--- src/rtl/bci_pkg.sv ---
// Shared definitions for the iterative binomial coefficient core:
// microcode step addresses, operation and jump codes, control word and flag types.
// No dependencies.
`timescale 1ns / 1ps

package bci_pkg;

	localparam int NW      = 6;
	localparam int VALUE_W = 59;
	localparam int STAT_W  = 2;
	localparam int RES_W   = 64;
	localparam int REM_W   = 6;
	localparam int CNT_W   = 6;
	localparam int MAX_N_DEF = 62;

	localparam logic [STAT_W-1:0] ST_OK    = 2'd0;
	localparam logic [STAT_W-1:0] ST_K_GT_N = 2'd1;
	localparam logic [STAT_W-1:0] ST_N_BIG = 2'd2;

	typedef logic [2:0] upc_t;

	localparam upc_t PC_IDLE  = 3'd0;
	localparam upc_t PC_CHECK = 3'd1;
	localparam upc_t PC_PREP  = 3'd2;
	localparam upc_t PC_TEST  = 3'd3;
	localparam upc_t PC_MUL   = 3'd4;
	localparam upc_t PC_DSTEP = 3'd5;
	localparam upc_t PC_INC   = 3'd6;
	localparam upc_t PC_EMIT  = 3'd7;

	typedef logic [2:0] op_t;

	localparam op_t OP_NONE  = 3'd0;
	localparam op_t OP_LOAD  = 3'd1;
	localparam op_t OP_PREP  = 3'd2;
	localparam op_t OP_MUL   = 3'd3;
	localparam op_t OP_DSTEP = 3'd4;
	localparam op_t OP_INC   = 3'd5;
	localparam op_t OP_EMIT  = 3'd6;

	typedef logic [2:0] cnd_t;

	localparam cnd_t CND_NEVER     = 3'd0;
	localparam cnd_t CND_ALWAYS    = 3'd1;
	localparam cnd_t CND_NO_INPUT  = 3'd2;
	localparam cnd_t CND_ERR       = 3'd3;
	localparam cnd_t CND_LOOP_DONE = 3'd4;
	localparam cnd_t CND_CNT_NZ    = 3'd5;
	localparam cnd_t CND_OUT_FULL  = 3'd6;

	typedef struct packed {
		op_t  op;
		cnd_t cnd;
		upc_t target;
	} ctrl_t;

	typedef struct packed {
		logic err;
		logic loop_done;
		logic cnt_nz;
	} dp_flags_t;

	typedef struct packed {
		logic      no_input;
		logic      out_full;
		dp_flags_t dp;
	} flags_t;

	function automatic ctrl_t ucode(input upc_t pc);
		ctrl_t w;
		case (pc)
			PC_IDLE:  w = '{op: OP_LOAD,  cnd: CND_NO_INPUT,  target: PC_IDLE};
			PC_CHECK: w = '{op: OP_NONE,  cnd: CND_ERR,       target: PC_EMIT};
			PC_PREP:  w = '{op: OP_PREP,  cnd: CND_NEVER,     target: PC_IDLE};
			PC_TEST:  w = '{op: OP_NONE,  cnd: CND_LOOP_DONE, target: PC_EMIT};
			PC_MUL:   w = '{op: OP_MUL,   cnd: CND_NEVER,     target: PC_IDLE};
			PC_DSTEP: w = '{op: OP_DSTEP, cnd: CND_CNT_NZ,    target: PC_DSTEP};
			PC_INC:   w = '{op: OP_INC,   cnd: CND_ALWAYS,    target: PC_TEST};
			PC_EMIT:  w = '{op: OP_EMIT,  cnd: CND_OUT_FULL,  target: PC_EMIT};
			default:  w = '{op: OP_NONE,  cnd: CND_ALWAYS,    target: PC_IDLE};
		endcase
		return w;
	endfunction

endpackage

--- src/rtl/bci_sequencer.sv ---
// Microcode sequencer: step counter, control store lookup and conditional jumps.
// Depends on bci_pkg.
`timescale 1ns / 1ps

module bci_sequencer import bci_pkg::*; (
	input  logic   clk,
	input  logic   arst_n,
	input  flags_t flags,
	output ctrl_t  ctrl
);

	upc_t upc_q;
	logic take;

	assign ctrl = ucode(upc_q);

	always_comb begin
		case (ctrl.cnd)
			CND_NEVER:     take = 1'b0;
			CND_ALWAYS:    take = 1'b1;
			CND_NO_INPUT:  take = flags.no_input;
			CND_ERR:       take = flags.dp.err;
			CND_LOOP_DONE: take = flags.dp.loop_done;
			CND_CNT_NZ:    take = flags.dp.cnt_nz;
			CND_OUT_FULL:  take = flags.out_full;
			default:       take = 1'b0;
		endcase
	end

	always_ff @(posedge clk or negedge arst_n) begin
		if (!arst_n) begin
			upc_q <= PC_IDLE;
		end else if (take) begin
			upc_q <= ctrl.target;
		end else begin
			upc_q <= upc_q + upc_t'(1);
		end
	end

endmodule

--- src/rtl/bci_datapath.sv ---
// Datapath: operand registers, 64-bit product register, multiply by a small
// factor and a one-bit-per-cycle restoring divider. Depends on bci_pkg.
`timescale 1ns / 1ps

module bci_datapath import bci_pkg::*; #(
	parameter int MAX_N = MAX_N_DEF
) (
	input  logic              clk,
	input  ctrl_t             ctrl,
	input  logic              in_valid,
	input  logic [NW-1:0]     n,
	input  logic [NW-1:0]     k,
	output dp_flags_t         dp_flags,
	output logic [VALUE_W-1:0] value,
	output logic [STAT_W-1:0] status
);

	localparam logic [NW-1:0] MaxN = NW'(MAX_N);

	logic [NW-1:0]     n_q;
	logic [NW-1:0]     k_q;
	logic [NW-1:0]     kk_q;
	logic [NW-1:0]     i_q;
	logic [RES_W-1:0]  res_q;
	logic [REM_W-1:0]  rem_q;
	logic [CNT_W-1:0]  cnt_q;
	logic [STAT_W-1:0] status_q;

	logic [NW-1:0]       n_minus_k;
	logic [NW:0]         factor;
	logic [RES_W+NW:0]   product;
	logic [REM_W:0]      sh;
	logic                ge;
	logic [REM_W:0]      diff;

	assign n_minus_k = n_q - k_q;
	assign factor    = {1'b0, n_q - kk_q} + {1'b0, i_q};
	assign product   = res_q * factor;
	assign sh        = {rem_q, res_q[RES_W-1]};
	assign ge        = sh >= {1'b0, i_q};
	assign diff      = sh - {1'b0, i_q};

	assign dp_flags.err       = status_q != ST_OK;
	assign dp_flags.loop_done = i_q > kk_q;
	assign dp_flags.cnt_nz    = cnt_q != '0;

	assign status = status_q;
	assign value  = (status_q != ST_OK) ? '0 : res_q[VALUE_W-1:0];

	always_ff @(posedge clk) begin
		case (ctrl.op)
			OP_LOAD: begin
				if (in_valid) begin
					n_q <= n;
					k_q <= k;
					if (k > n) begin
						status_q <= ST_K_GT_N;
					end else if (n > MaxN) begin
						status_q <= ST_N_BIG;
					end else begin
						status_q <= ST_OK;
					end
				end
			end
			OP_PREP: begin
				kk_q  <= (k_q > n_minus_k) ? n_minus_k : k_q;
				i_q   <= NW'(1);
				res_q <= RES_W'(1);
			end
			OP_MUL: begin
				res_q <= product[RES_W-1:0];
				rem_q <= '0;
				cnt_q <= '1;
			end
			OP_DSTEP: begin
				res_q <= {res_q[RES_W-2:0], ge};
				rem_q <= ge ? diff[REM_W-1:0] : sh[REM_W-1:0];
				cnt_q <= cnt_q - CNT_W'(1);
			end
			OP_INC: begin
				i_q <= i_q + NW'(1);
			end
			default: begin
			end
		endcase
	end

endmodule

--- src/rtl/binomial_coefficient_iterative_core.sv ---
// Top level of the iterative binomial coefficient core: stream ports, output
// register and the link between sequencer and datapath.
// Depends on bci_pkg, bci_sequencer and bci_datapath.
//
// Usage: present n and k on the slave stream; one transfer yields exactly one
// result transfer on the master stream carrying C(n,k) (zero on an error) and a status code.
// The core takes one item at a time. Each loop pass, repeated min(k, n-k)
// times, is a test, one multiply, a divider step per result bit and a counter
// step on the shared datapath; the result is then loaded into the output
// register. Out-of-range operands skip the loop.
// The result sits in an output register; the next item is accepted while it
// waits. If the receiver stalls with a result still held, the sequencer
// holds at its final step until that transfer completes.
// Reset clears the step counter and the output valid; no other state is kept.
`timescale 1ns / 1ps

module binomial_coefficient_iterative_core import bci_pkg::*; #(
	parameter int MAX_N = MAX_N_DEF
) (
	input  logic        clk,
	input  logic        arst_n,
	input  logic        s_tvalid,
	output logic        s_tready,
	input  logic [15:0] s_tdata,   // [5:0] n, [11:6] k, [15:12] zero
	output logic        m_tvalid,
	input  logic        m_tready,
	output logic [63:0] m_tdata,   // [58:0] value, [63:59] zero
	output logic [1:0]  m_tuser    // [1:0] status
);

	ctrl_t                ctrl;
	flags_t               flags;
	dp_flags_t            dp_flags;
	logic [VALUE_W-1:0]   dp_value;
	logic [STAT_W-1:0]    dp_status;

	logic                 m_tvalid_q;
	logic [VALUE_W-1:0]   value_q;
	logic [STAT_W-1:0]    status_q;
	logic                 out_full;

	assign out_full       = m_tvalid_q & ~m_tready;
	assign flags.no_input = ~s_tvalid;
	assign flags.out_full = out_full;
	assign flags.dp       = dp_flags;

	assign s_tready = ctrl.op == OP_LOAD;
	assign m_tvalid = m_tvalid_q;
	assign m_tdata  = {{(64-VALUE_W){1'b0}}, value_q};
	assign m_tuser  = status_q;

	bci_sequencer u_seq (
		.clk    (clk),
		.arst_n (arst_n),
		.flags  (flags),
		.ctrl   (ctrl)
	);

	bci_datapath #(
		.MAX_N (MAX_N)
	) u_dp (
		.clk      (clk),
		.ctrl     (ctrl),
		.in_valid (s_tvalid),
		.n        (s_tdata[5:0]),
		.k        (s_tdata[11:6]),
		.dp_flags (dp_flags),
		.value    (dp_value),
		.status   (dp_status)
	);

	always_ff @(posedge clk or negedge arst_n) begin
		if (!arst_n) begin
			m_tvalid_q <= 1'b0;
		end else if (ctrl.op == OP_EMIT && !out_full) begin
			m_tvalid_q <= 1'b1;
		end else if (m_tready) begin
			m_tvalid_q <= 1'b0;
		end
	end

	always_ff @(posedge clk) begin
		if (ctrl.op == OP_EMIT && !out_full) begin
			value_q  <= dp_value;
			status_q <= dp_status;
		end
	end

endmodule
--- config.mk ---
export PLATFORM = sky130hd
export DESIGN_NAME = binomial_coefficient_iterative_core
export DESIGN_NICKNAME = d
export VERILOG_FILES = /design/src/rtl/bci_pkg.sv /design/src/rtl/bci_sequencer.sv /design/src/rtl/bci_datapath.sv /design/src/rtl/binomial_coefficient_iterative_core.sv
export SDC_FILE = /design/constraint.sdc
export NUM_CORES = 1
export LEC_CHECK = 0
export BUFFER_PORTS_ARGS = -buffer_cell sky130_fd_sc_hd__clkbuf_2
export CAP_MARGIN = 20
export CORE_UTILIZATION = 40
export CTS_CLUSTER_DIAMETER = 60
export DETAILED_ROUTE_END_ITERATION = 12
export GPL_ROUTABILITY_DRIVEN = 0
export PLACE_DENSITY = 0.63
export SYNTH_ARGS = -nofsm -noshare
export SYNTH_HDL_FRONTEND = slang
export SYNTH_SLANG_ARGS = --single-unit
--- constraint.sdc ---
create_clock -name clk -period 21.8 [get_ports clk]
set_input_delay 3.27 -clock clk [delete_from_list [all_inputs] [get_ports clk]]
set_output_delay 3.27 -clock clk [all_outputs]
set_load 0.03 [all_outputs]
### After elaboration in Yosys (flattened, before gate mapping)

Memory sizes are Yosys's and may differ from the RTL's.
Cells that the tools add are included.

* $add $sub $neg: 7
* $mul: 1
* divide/modulo/power cells: 0
* magnitude comparators: 5
* equal/unequal tests: 12
* shift operators: 0
* mux-type cells: 11
* bitwise logic cells: 3
* reduce and logical (&&, ||, !) cells: 9

Operators with widths (count)
* $pmux 64 s3: 1
* $mul 64x7->64: 1
* $pmux 6 s2: 3
* $eq 3x3->1 const B: 6
* $gt 6x6->1: 3
* $sub 6x6->6: 3
* $eq 3x2->1 const B: 4
* $mux 6: 2
* $reduce_bool 2->1: 4
* $add 6x6->7: 1
* $ge 7x6->1: 1
* $add 6x1->6 const B: 1
* $eq 3x1->1 const B: 2
* $gt 6x6->1 const B: 1
* $pmux 1 s6: 1
* $reduce_bool 6->1: 1
* $sub 6x1->6 const B: 1
* $add 3x1->3 const B: 1
* $mux 3: 1
* $reduce_bool 3->1: 1
* $mux 1: 2
* $mux 2: 1
* $not 1->1: 2
* $reduce_and 2->1: 1
* 3 further kinds: 3

* register bits after elaboration: 167
* bits in latches: 0
* bits in writable memories: 0
* ROM bits: 72
* bits of input ports: 20
* output and inout port bits: 68
* logic and storage cells: 61
* memories kept: 1

Memory list
* (no name shown): words 8, bits a word 9, read ports 1, clocked after memory_dff 0, write ports 0, line bci_pkg.sv:71 `case (pc)`

### Depth between registers and ports, before layout

* depth in word-level cells: 5
* gate-level depth with buffers: 31
* gate-level depth less buffers: 30

### By module

Synthesis repeated with hierarchy kept, for this count alone.

* cells, all modules: 2474
* area total of the unflattened synthesis: 22148.7 µm²

Modules (own cells, without submodules)
* bci_datapath: times used 1, cells an instance 2342, area an instance 19707.7 µm²
* binomial_coefficient_iterative_core: times used 1, cells an instance 74, area an instance 1940.6 µm²
* bci_sequencer: times used 1, cells an instance 58, area an instance 500.5 µm²

### Worst setup path before layout

OpenSTA, ideal clock, no wires.

* path type: in2reg
* start: in m_tready
* end: reg status_q[0], in the netlist m_tuser[0] (enable)
* setup time: 0.631 ns
* data arrival time: 9.102 ns
* data required time: 21.169 ns
* slack: 12.067 ns
* stages: 2
* path through: nor2b_1 nor4_1

* cells in the longest elaborated chain, start to end: 4

Ends and longest elaborated chain
* start, declared: line binomial_coefficient_iterative_core.sv:26 `input logic m_tready,`
* $not 1->1: line binomial_coefficient_iterative_core.sv:42 `assign out_full = m_tvalid_q & ~m_tready;`
* $and 1x1->1: line binomial_coefficient_iterative_core.sv:42
* $logic_not 1->1: line binomial_coefficient_iterative_core.sv:83 `if (ctrl.op == OP_EMIT && !out_full) begin`
* $logic_and 1x1->1: line binomial_coefficient_iterative_core.sv:83
* end signal, assigned: line binomial_coefficient_iterative_core.sv:85 `status_q <= dp_status;`
* end, declared: line binomial_coefficient_iterative_core.sv:39 `logic [STAT_W-1:0] status_q;`

No other way between the ends.
A chain may end at the register's enable or synchronous reset.

### Final worst setup path

* start: reg u_dp.kk_q[1]
* end: reg u_dp.res_q[62] (data pin)

* cells in the longest elaborated chain, start to end: 4

Ends and longest elaborated chain
* start, declared: line bci_datapath.sv:22 `logic [NW-1:0] kk_q;`
* start signal, assigned: line bci_datapath.sv:66 `kk_q <= (k_q > n_minus_k) ? n_minus_k : k_q;`
* $sub 6x6->6: line bci_datapath.sv:37 `assign factor = {1'b0, n_q - kk_q} + {1'b0, i_q};`
* $add 6x6->7: line bci_datapath.sv:37
* $mul 64x7->64: line bci_datapath.sv:38 `assign product = res_q * factor;`
* $pmux 64 s3: line bci_datapath.sv:51 `case (ctrl.op)`
* end signal, assigned: line bci_datapath.sv:71 `res_q <= product[RES_W-1:0];`
* end signal, assigned: line bci_datapath.sv:76 `res_q <= {res_q[RES_W-2:0], ge};`
* end, declared: line bci_datapath.sv:24 `logic [RES_W-1:0] res_q;`

No other way between the ends.

==> results.json <==
{
  "top_ff_cell_synth": "sky130_fd_sc_hd__edfxtp_1",
  "cts_made_buffers": 17,
  "core_region_area_um2": 52700,
  "clock_skew_ns": 0.0185,
  "detail_route.first_pass.iterations": 5,
  "fp.dieArea_um2": 54400,
  "syn_avg_cell_area_um2": 9.31,
  "cellPowerDensity_nw_per_um2": 29.3,
  "routed-via-count": 15600,
  "clock_tree.htree_level_count": 4,
  "worstPathRequired_ns": 22.02,
  "timing_worst_slew_pin_value_ns": 0.968,
  "antennaDiodeCount": 0,
  "endpoints_failing_setup": 0,
  "die_width_um": 233,
  "hold_path.class": "reg2reg",
  "wire_length_reported_by_the_detailed_router_um": 49800,
  "cap_violations": 0,
  "p_total_mw": 0.670,
  "ys_seq_elements": 167,
  "synth.yosys.seq_area_share_pct": 23.4,
  "clk_transition_reported_paths_ns": 0.07,
  "clkSinkCount": 167,
  "master_of_the_slowest_instance_on_the_critical_path": "sky130_fd_sc_hd__buf_4",
  "average_detailed_routed_wire_length_per_instance_um": 16.7,
  "max_slew_headroom_at_the_worst_pin_pct": 35.5,
  "setup_repair_after_global_routing_missed_its_margin": "no",
  "vdd_drop_max_mv": 0.0607,
  "synth_cells": 2297,
  "setup.worst_path.start_class": "register",
  "drt_drc_violations_left": 0,
  "yosysTopAreaCellShare_pct": 27.7,
  "final_antenna_net_count": 0,
  "grt_start_max_net_pins": 67,
  "detailed_place_hpwl_um": 36300,
  "finalHoldViolations": 0,
  "layout_cells_sized_above_1_pct": 6.60,
  "die_height_um": 233,
  "grt_first_pass_wirelength_um": 84300,
  "number_of_flops_mapped_to_enable_cells_by_yosys": 163,
  "finalSetupTns_ns": 0,
  "path_common_cell": "sky130_fd_sc_hd__fa_1",
  "arrival_ns": 8.49,
  "std_cell_rows": 84,
  "final_net_count": 2708,
  "synthesis.yosys.warnings": 0,
  "syn-cell-area_um2": 21400,
  "run_status": "finished clean",
  "drt-initial-drc-count": 787,
  "postCtsSetupRepairBufs": 0,
  "post_cts.resized_instances": 0,
  "antenna_found_initial": 0,
  "synth_commonest_cells": "sky130_fd_sc_hd__inv_1 (333), sky130_fd_sc_hd__fa_1 (296), sky130_fd_sc_hd__nand2_1 (294)",
  "grt_pass1_vias": 16900,
  "yosysMostFrequentCell": "sky130_fd_sc_hd__inv_1",
  "floorplan.initialDensity_pct": 40.6,
  "grt_usage_pct": 19.6,
  "critPathKind": "reg2reg",
  "period_minus_ws_final_ns": 8.27,
  "tritoncts_clock_tree": "yes",
  "area.growth.synth_to_final_pct": 7.03,
  "critical-path-max-stage-delay_ns": 0.60,
  "postCtsHoldBufs": 0,
  "synthTopCellsByArea": "sky130_fd_sc_hd__fa_1 (28%), sky130_fd_sc_hd__edfxtp_1 (23%), sky130_fd_sc_hd__and2_1 (7.8%)",
  "fillerInstances": 5006,
  "ctsLongestPathBuffers": 2,
  "vias_per_cell": 5.25,
  "timing_max_transition_violations_final": 0,
  "clock_tree.root_cell": "sky130_fd_sc_hd__clkbuf_16",
  "synth.largest_area_cell": "sky130_fd_sc_hd__fa_1",
  "finalCritPeriodShare_pct": 37.9,
  "holdWs_ns": 0.605,
  "pin_count": 88,
  "postSynth.asyncResetShare_pct": 2.40,
  "synth.lib_cells_used.distinct": 75,
  "endpoint_kind": "register",
  "grt_remaining_overflow": 0,
  "p_leak_nw": 9.51,
  "worst_skew_pair.late_latency_ns": 0.50,
  "io_buffers": 78,
  "fmax_mhz": 121,
  "worst-path-max-fanout": 60
}
-- report_power, final --
part           total (mW)  internal [mW]  switching (mW)
clock network       0.317          0.169           0.148
registers           0.347          0.347               0
logic             0.00583        0.00227         0.00354
total               0.670          0.518           0.152
-- critical path, delay by kind of cell (launching register included) --
family                     cells  cell delay, ns
AOI/OAI and AO/OA              8            2.23
adders and majority gates      7            3.03
buffers and inverters          3            0.78
DFF                            1            0.43
xor gates and xnor gates       3            0.49
and+or+nand+nor                6            0.96
-- cells by family (layout without fill, tap and decap cells) --
group           after synthesis  in the layout  synth area share (%)
other cells                   1              5                0.0175
xor+xnor                     84             84                  3.64
buf+inv                     468            456                  8.32
mux                          10             10                 0.515
flops                       167            167                  23.4
compound gates              348            348                  10.2
simple gates                807            807                  19.5
fa+ha+maj                   412            412                  34.5
-- layout make-up --
| type | instances | area (um2) | area share [%] |
|---|---|---|---|
| flip-flops and latches | 167 | 4990 | 21.8 |
| multi-input cells | 1666 | 14700 | 64.3 |
| clock inverters | 14 | 150 | 0.656 |
| inverters | 333 | 1250 | 5.46 |
| repair buffers | 91 | 488 | 2.13 |
| clock buffers | 18 | 429 | 1.87 |
| well taps | 688 | 861 | 3.76 |
-- routing by layer --
metal | global-route usage, % | part of all wire, %
met5 | 0 | 0
met1 | 24.4 | 43
met2 | 34.1 | 51
met3 | 3.56 | 4.2
met4 | 6.47 | 2.1
-- placed cells by master, fill, tap and decap left out, types with 16 or more instances in the layout --
cell type,count
sky130_fd_sc_hd__fa_1,295
sky130_fd_sc_hd__xor2_1,31
sky130_fd_sc_hd__xnor2_1,46
sky130_fd_sc_hd__a21o_1,41
sky130_fd_sc_hd__o21bai_1,16
sky130_fd_sc_hd__o21a_1,19
sky130_fd_sc_hd__nand3_1,21
sky130_fd_sc_hd__clkbuf_2,78
sky130_fd_sc_hd__ha_1,115
sky130_fd_sc_hd__nand2_1,293
sky130_fd_sc_hd__o21ai_0,101
sky130_fd_sc_hd__a21oi_1,93
sky130_fd_sc_hd__inv_1,333
sky130_fd_sc_hd__and2_1,267
sky130_fd_sc_hd__nand4_1,21
sky130_fd_sc_hd__clkbuf_16,17
sky130_fd_sc_hd__nor2b_1,74
sky130_fd_sc_hd__edfxtp_1,163
sky130_fd_sc_hd__nor2_1,57
sky130_fd_sc_hd__nor3_1,17
-- through the flow --
stage          instances  area [um2]  setup WS (ns)  utilization [%]
2_1_floorplan       2301       21400          12.07                -
3_3_place_gp        2945       22300          13.58             42.4
3_5_place_dp        2945       22300          13.51             42.4
4_1_cts             2977       22900          13.44             43.5
5_1_grt             2977       22900          13.04             43.5
6_report            2977       22900          13.53             43.5
-- path summary, 6_finish.rpt --
path	from	endpoint	slack (ns)	cells after the start
max	u_dp.kk_q[1]	u_dp.res_q[62]	13.53	27
min	u_dp.k_q[3]	u_dp.kk_q[3]	0.60	2
max reg2reg	u_dp.kk_q[1]	u_dp.res_q[62]	13.53	27
min reg2reg	u_dp.k_q[3]	u_dp.kk_q[3]	0.60	2
max in group asynchronous	arst_n	u_seq.upc_q[0]	19.11	1
min in group asynchronous	arst_n	m_tvalid	2.57	1
-- flip-flops by register name, summed over array words and instances, names as in the netlist --
register / cells
m_tuser: 2
m_tvalid: 1
u_dp.cnt_q: 6
u_dp.i_q: 6
u_dp.k_q: 6
u_dp.kk_q: 6
u_dp.n_q: 6
u_dp.rem_q: 6
u_dp.res_q: 64
u_dp.status: 2
u_seq.upc_q: 3
value_q: 59
No activity file was read; power rests on OpenSTA's default activity.
